[src/pcs_mul.sv]
`timescale 1ns / 1ps

// Bit-serial shift-add multiplier, one multiplier bit per cycle.
// done is high once the remaining multiplier bits are all zero.
module pcs_mul #(
    parameter int MC_W = 8,
    parameter int MP_W = 8,
    parameter int P_W  = 16
) (
    input  logic            clk,
    input  logic            rst_n,
    input  logic            load,
    input  logic [MC_W-1:0] mcand,
    input  logic [MP_W-1:0] mplier,
    output logic [P_W-1:0]  prod,
    output logic            done
);

    logic [P_W-1:0]  mcand_reg, mcand_next;
    logic [MP_W-1:0] mplier_reg, mplier_next;
    logic [P_W-1:0]  prod_reg, prod_next;

    always_comb
    begin
        mcand_next  = mcand_reg;
        mplier_next = mplier_reg;
        prod_next   = prod_reg;
        if (load)
        begin
            mcand_next  = P_W'(mcand);
            mplier_next = mplier;
            prod_next   = '0;
        end
        else if (mplier_reg != '0)
        begin
            if (mplier_reg[0])
            begin
                prod_next = prod_reg + mcand_reg;
            end
            mcand_next  = mcand_reg << 1;
            mplier_next = mplier_reg >> 1;
        end
    end

    always_ff @(posedge clk or negedge rst_n)
    begin
        if (!rst_n)
        begin
            mplier_reg <= '0;
        end
        else
        begin
            mplier_reg <= mplier_next;
        end
    end

    always_ff @(posedge clk)
    begin
        mcand_reg <= mcand_next;
        prod_reg  <= prod_next;
    end

    assign prod = prod_reg;
    assign done = (mplier_reg == '0);

endmodule

[config.mk]
export PLATFORM = sky130hd
export DESIGN_NAME = pcs_mul
export DESIGN_NICKNAME = d
export VERILOG_FILES = /design/src/pcs_mul.sv
export SDC_FILE = /design/constraint.sdc
export NUM_CORES = 1
export LEC_CHECK = 0
export BUFFER_PORTS_ARGS = -buffer_cell sky130_fd_sc_hd__buf_2
export CORE_AREA = 2 2 97 99
export CTS_CLUSTER_SIZE = 8
export DETAILED_ROUTE_END_ITERATION = 8
export DIE_AREA = 0 0 99 101
export PLACE_DENSITY_LB_ADDON = 0.15
export SKIP_LAST_GASP = 1
export SLEW_MARGIN = 0
export SYNTH_ARGS = -nofsm -noshare
export SYNTH_HDL_FRONTEND = slang
export SYNTH_SLANG_ARGS = --single-unit
export TNS_END_PERCENT = 100
[constraint.sdc]
create_clock -name clk -period 2.36 [get_ports clk]
set_input_delay 0.236 -clock clk [delete_from_list [all_inputs] [get_ports clk]]
set_output_delay 0.236 -clock clk [all_outputs]
set_load 0.02 [all_outputs]
==> Yosys cells after proc, flatten, opt, wreduce, memory -nomap -nowiden <==
Index checks and enable logic that the tools add are counted.
{ "totals": {"ff_bits": 40, "inputBits": 19, "out_inout_bits": 17, "wordCells": 13} }
{ "classes": {"n_addsub": 1, "n_mux": 4, "n_reduce_logical": 4} }
{ "op_table": {"columns": ["operator", "count"], "rows": [
  ["8-bit 2-to-1 mux", 4],
  ["16-bit adder", 1],
  ["8-bit zero test", 1],
  ["8-bit nonzero test", 1],
  ["2-bit AND reduction", 1],
  ["2-bit nonzero test", 1]
]} }

==> Longest topological paths before layout <==
{ "depth": {"ltp_word": 3, "mapped_depth": 8} }

==> Worst setup path before layout <==
OpenSTA, ideal clock, no wires.
{ "synth_path": {"kind": "flip-flop to flip-flop", "startpoint": "register prod_reg[0], in the netlist prod[0]", "endpoint": "register prod_reg[14], in the netlist prod[14]", "setup_ns": 0.117, "arrival_time_ns": 2.205, "t_required_ns": 2.243, "slack_ns": 0.037, "path_stages_with_launch": 9, "n_path_buf": 0, "period_less_slack_ns": 2.323, "path_cell_list": "dfxtp_1 ha_1 fa_1 a21oi_2 o21ai_2 a31oi_1 nor3_1 or4_1 a32o_1"} }
{ "synth_via": {"elab_chain_len": 1} }
{ "synth_lines": {"columns": ["item", "line", "rtl"], "rows": [
  ["start: declaration", "21", "logic [P_W-1:0] prod_reg, prod_next;"],
  ["start signal: assignment", "60", "prod_reg <= prod_next;"],
  ["16-bit adder", "38", "prod_next = prod_reg + mcand_reg;"]
]} }
Every way passes these cells.
A chain may end at the register's enable or synchronous reset.

==> Worst setup path after layout <==
{ "layout_path": {"startpoint": "register mcand_reg[0]", "endpoint": "register prod_reg[14], in the netlist prod[14]"} }
{ "layout_via": {"elab_chain_len": 1} }
{ "layout_lines": {"columns": ["item", "line", "rtl"], "rows": [
  ["start: declaration", "19", "logic [P_W-1:0] mcand_reg, mcand_next;"],
  ["start signal: assignment", "59", "mcand_reg <= mcand_next;"],
  ["16-bit adder", "38", null]
]} }
Every way passes these cells.

==> run metrics <==
vias in the first global route=1763; CP max stage cell=or4_1; most frequent cell after synthesis=nand2_1; met2 WL=2400 um; Worst EP arrival=2.57 ns; CTS Buffer Depth=2; Ys Warns=0; post-synth cell types=42; fin area=2720 um^2; Placed Instances=370; initial antenna violation count=0; peak supply drop=0.236 mV; kind of cell adding the most delay to the critical path=compound AO/OA/AOI/OAI gates; Layout Utilization=between 30% and 40%; post-synth top area cell=dfxtp_1; Comb pwr share=31.0%; Max-cap violations=0; RSZ-0062 raised after global routing=true; Post-Syn Area per Cell=slightly below 10 um^2; startpoint types=register; WL/cell=13.8 um; # H-tree levels=2; sequential power share=approximately two fifths; Iteration-0 DRC Markers=61; switch share=33.2%; non-filler instance count after layout=about 380; # setup viols final=1; Psw=653 uW; Layout Skew=0.00398 ns; First-pass DRT Iterations=4; CTS tree=yes; max-slew violations=0; DP Wirelength=3970 um; Setup CP Type=reg2reg; row count=35; Clock Latency Late Sink=0.29 ns; failing checks=negative setup slack; Power, Total=1.96 mW; total CTS buffers=5; Worst Max-Slew Pin Slew=0.598 ns; diode count=0; DP Area=2530 um^2; status=finished, violations left; first-pass GRT wire length=8850 um; IO Pins=36; gp weighted congestion=0.766; top_reg_cell synth=dfxtp_1; Leakage=1.20 nW; Fmax=0.420 GHz; drt via density=approximately 4.6; Internal Pwr Total=1.31 mW; initial core utilization=24.1%; Total Wirelength=5290 um; die width=99 um; core area=8980 um^2; hold slack=around 0.15 ns; Syn Nets=256; wl on met1=2640 um; Critical Path Max Stage Delay=0.46 ns; period utilisation layout=101%; Hold Vio Cnt, Final=0; layout cells sized above 1=30.3%; GRT Util Overall=11.1%; pin count of the biggest net entering global routing=31; setup slack at placement=-0.104 ns; #FFs+latches synth=40; max_slew headroom=60.2%; Synth Cell Area=2170 um^2; final routed DRC violation total=0; Seq/Total Area, Yosys=a little over two fifths; Die ar.=~10000 um^2; GR Overflow Total=0; metal3 WL=198 um; clock period minus worst slack=~2.4 ns; Post-synth EDFFs=8; Top Layer Used=met4; CP max FO=3; worst path buffer plus inverter count=0; Routed Antenna Nets=0; Die H=101 um; Clock Sink Count=40; worst hold path class=in2reg; # port buffers=35; worst path required time=2.55 ns; synthesis-to-layout area growth=25.7%; Post-Syn Instances=221; Area contributors post-synth=dfxtp_1 22%, edfxtp_1 11%, dfrtp_1 9.2%; pwr dens=about 720 nW/um^2; vias=1755; crit path cell chain=ha_2 -> fa_2 -> a21oi_4 -> o21ai_4 -> a31oi_2 -> nor3_2 -> or4_1 -> a32o_1; Clk pwr share=between 20% and 30%; CTS clk-pin slew, worst paths=0.09 ns; crit end category=register; commonest cells in the netlist=26 x nand2_1, 24 x dfxtp_1, 18 x a21oi_1, 18 x nor2_1; setup ws final=-0.0218 ns; clock root buffer=clkbuf_8; net count of the finished layout=305; FFs w/ async S/R, synth=20.0%; Synth top area share=22.2%; Fin Setup TNS=-0.0218 ns
-- power groups by stage --
| stage | sequential (mW) | clock [mW] | combinational, mW |
|---|---|---|---|
| finish | 0.818 | 0.537 | 0.609 |
| global route | 0.829 | 0.583 | 0.683 |
| CTS | 0.821 | 0.555 | 0.591 |
| detailed placement | 0.836 | 0 | 0.568 |
| global placement | 0.836 | 0 | 0.569 |
| floorplan | 0.864 | 0 | 0.355 |
-- path summary, 6_finish.rpt --
| path | start | endpoint | slack, ns | cells past startpoint |
|---|---|---|---|---|
| hold / removal | mplier[7] | mplier_reg[7] | 0.15 | 2 |
| max in group asynchronous | rst_n | mplier_reg[0] | 1.89 | 2 |
| hold reg to reg | mcand_reg[13] | mcand_reg[13] | 0.49 | 2 |
| setup / recovery | mcand_reg[0] | prod[14] | -0.02 | 8 |
| min in group asynchronous | rst_n | mplier_reg[1] | 0.30 | 2 |
| setup reg to reg | mcand_reg[0] | prod[14] | -0.02 | 8 |
-- cell type report --
type	instances	area, um^2
multi-input cells	169	1250
inverters	4	15.0
repair buffers	50	290
well taps	111	139
clock buffers	6	93.8
clock inverters	2	12.5
fillers	955	6250
flip-flops and latches	40	921
-- metal layers --
layer / vias up / track usage, %
met5: - / 0
met4: 0 / 2.85
met3: 4 / 2.77
met2: 29 / 17.7
met1: 824 / 14.9
li1: 898 / -
-- kinds of logic (layout without fill, tap and decap cells) --
family                     count (synthesis)  count (layout)  synth area share, %
xor gates and xnor gates                  10              10                 4.04
muxes                                     22              22                 11.0
AOI/OAI and AO/OA                         53              53                 16.7
buffers and inverters                     12              62                 2.08
DFF                                       40              40                 42.5
adders and majority gates                 16              16                 9.58
and+or+nand+nor                           68              68                 14.1
-- layout by cell type (no fill, tap or decap), types with 5 or more instances in the layout --
master and n:
nor2_1 17, xnor2_1 6, nand2_1 26, clkbuf_8 5, ha_1 14, buf_2 35, mux2_2 15, nand3_1 6
mux2i_1 7, o21ai_0 6, buf_4 14, dfxtp_1 24, dfrtp_1 8, a22o_1 5, a21oi_1 18, edfxtp_1 8
-- what timing repair did --
| item | in CTS | in global routing |
|---|---|---|
| buffers inserted | 1 | 2 |
| gates resized for setup | 2 | 8 |
| hold buffers | 1 | 0 |
| endpoints found under the hold margin | 8 | 0 |
| pin swaps | 2 | 4 |
| setup endpoints to repair | 4 | 5 |
Note: power is estimated with default switching activity, not from simulation.
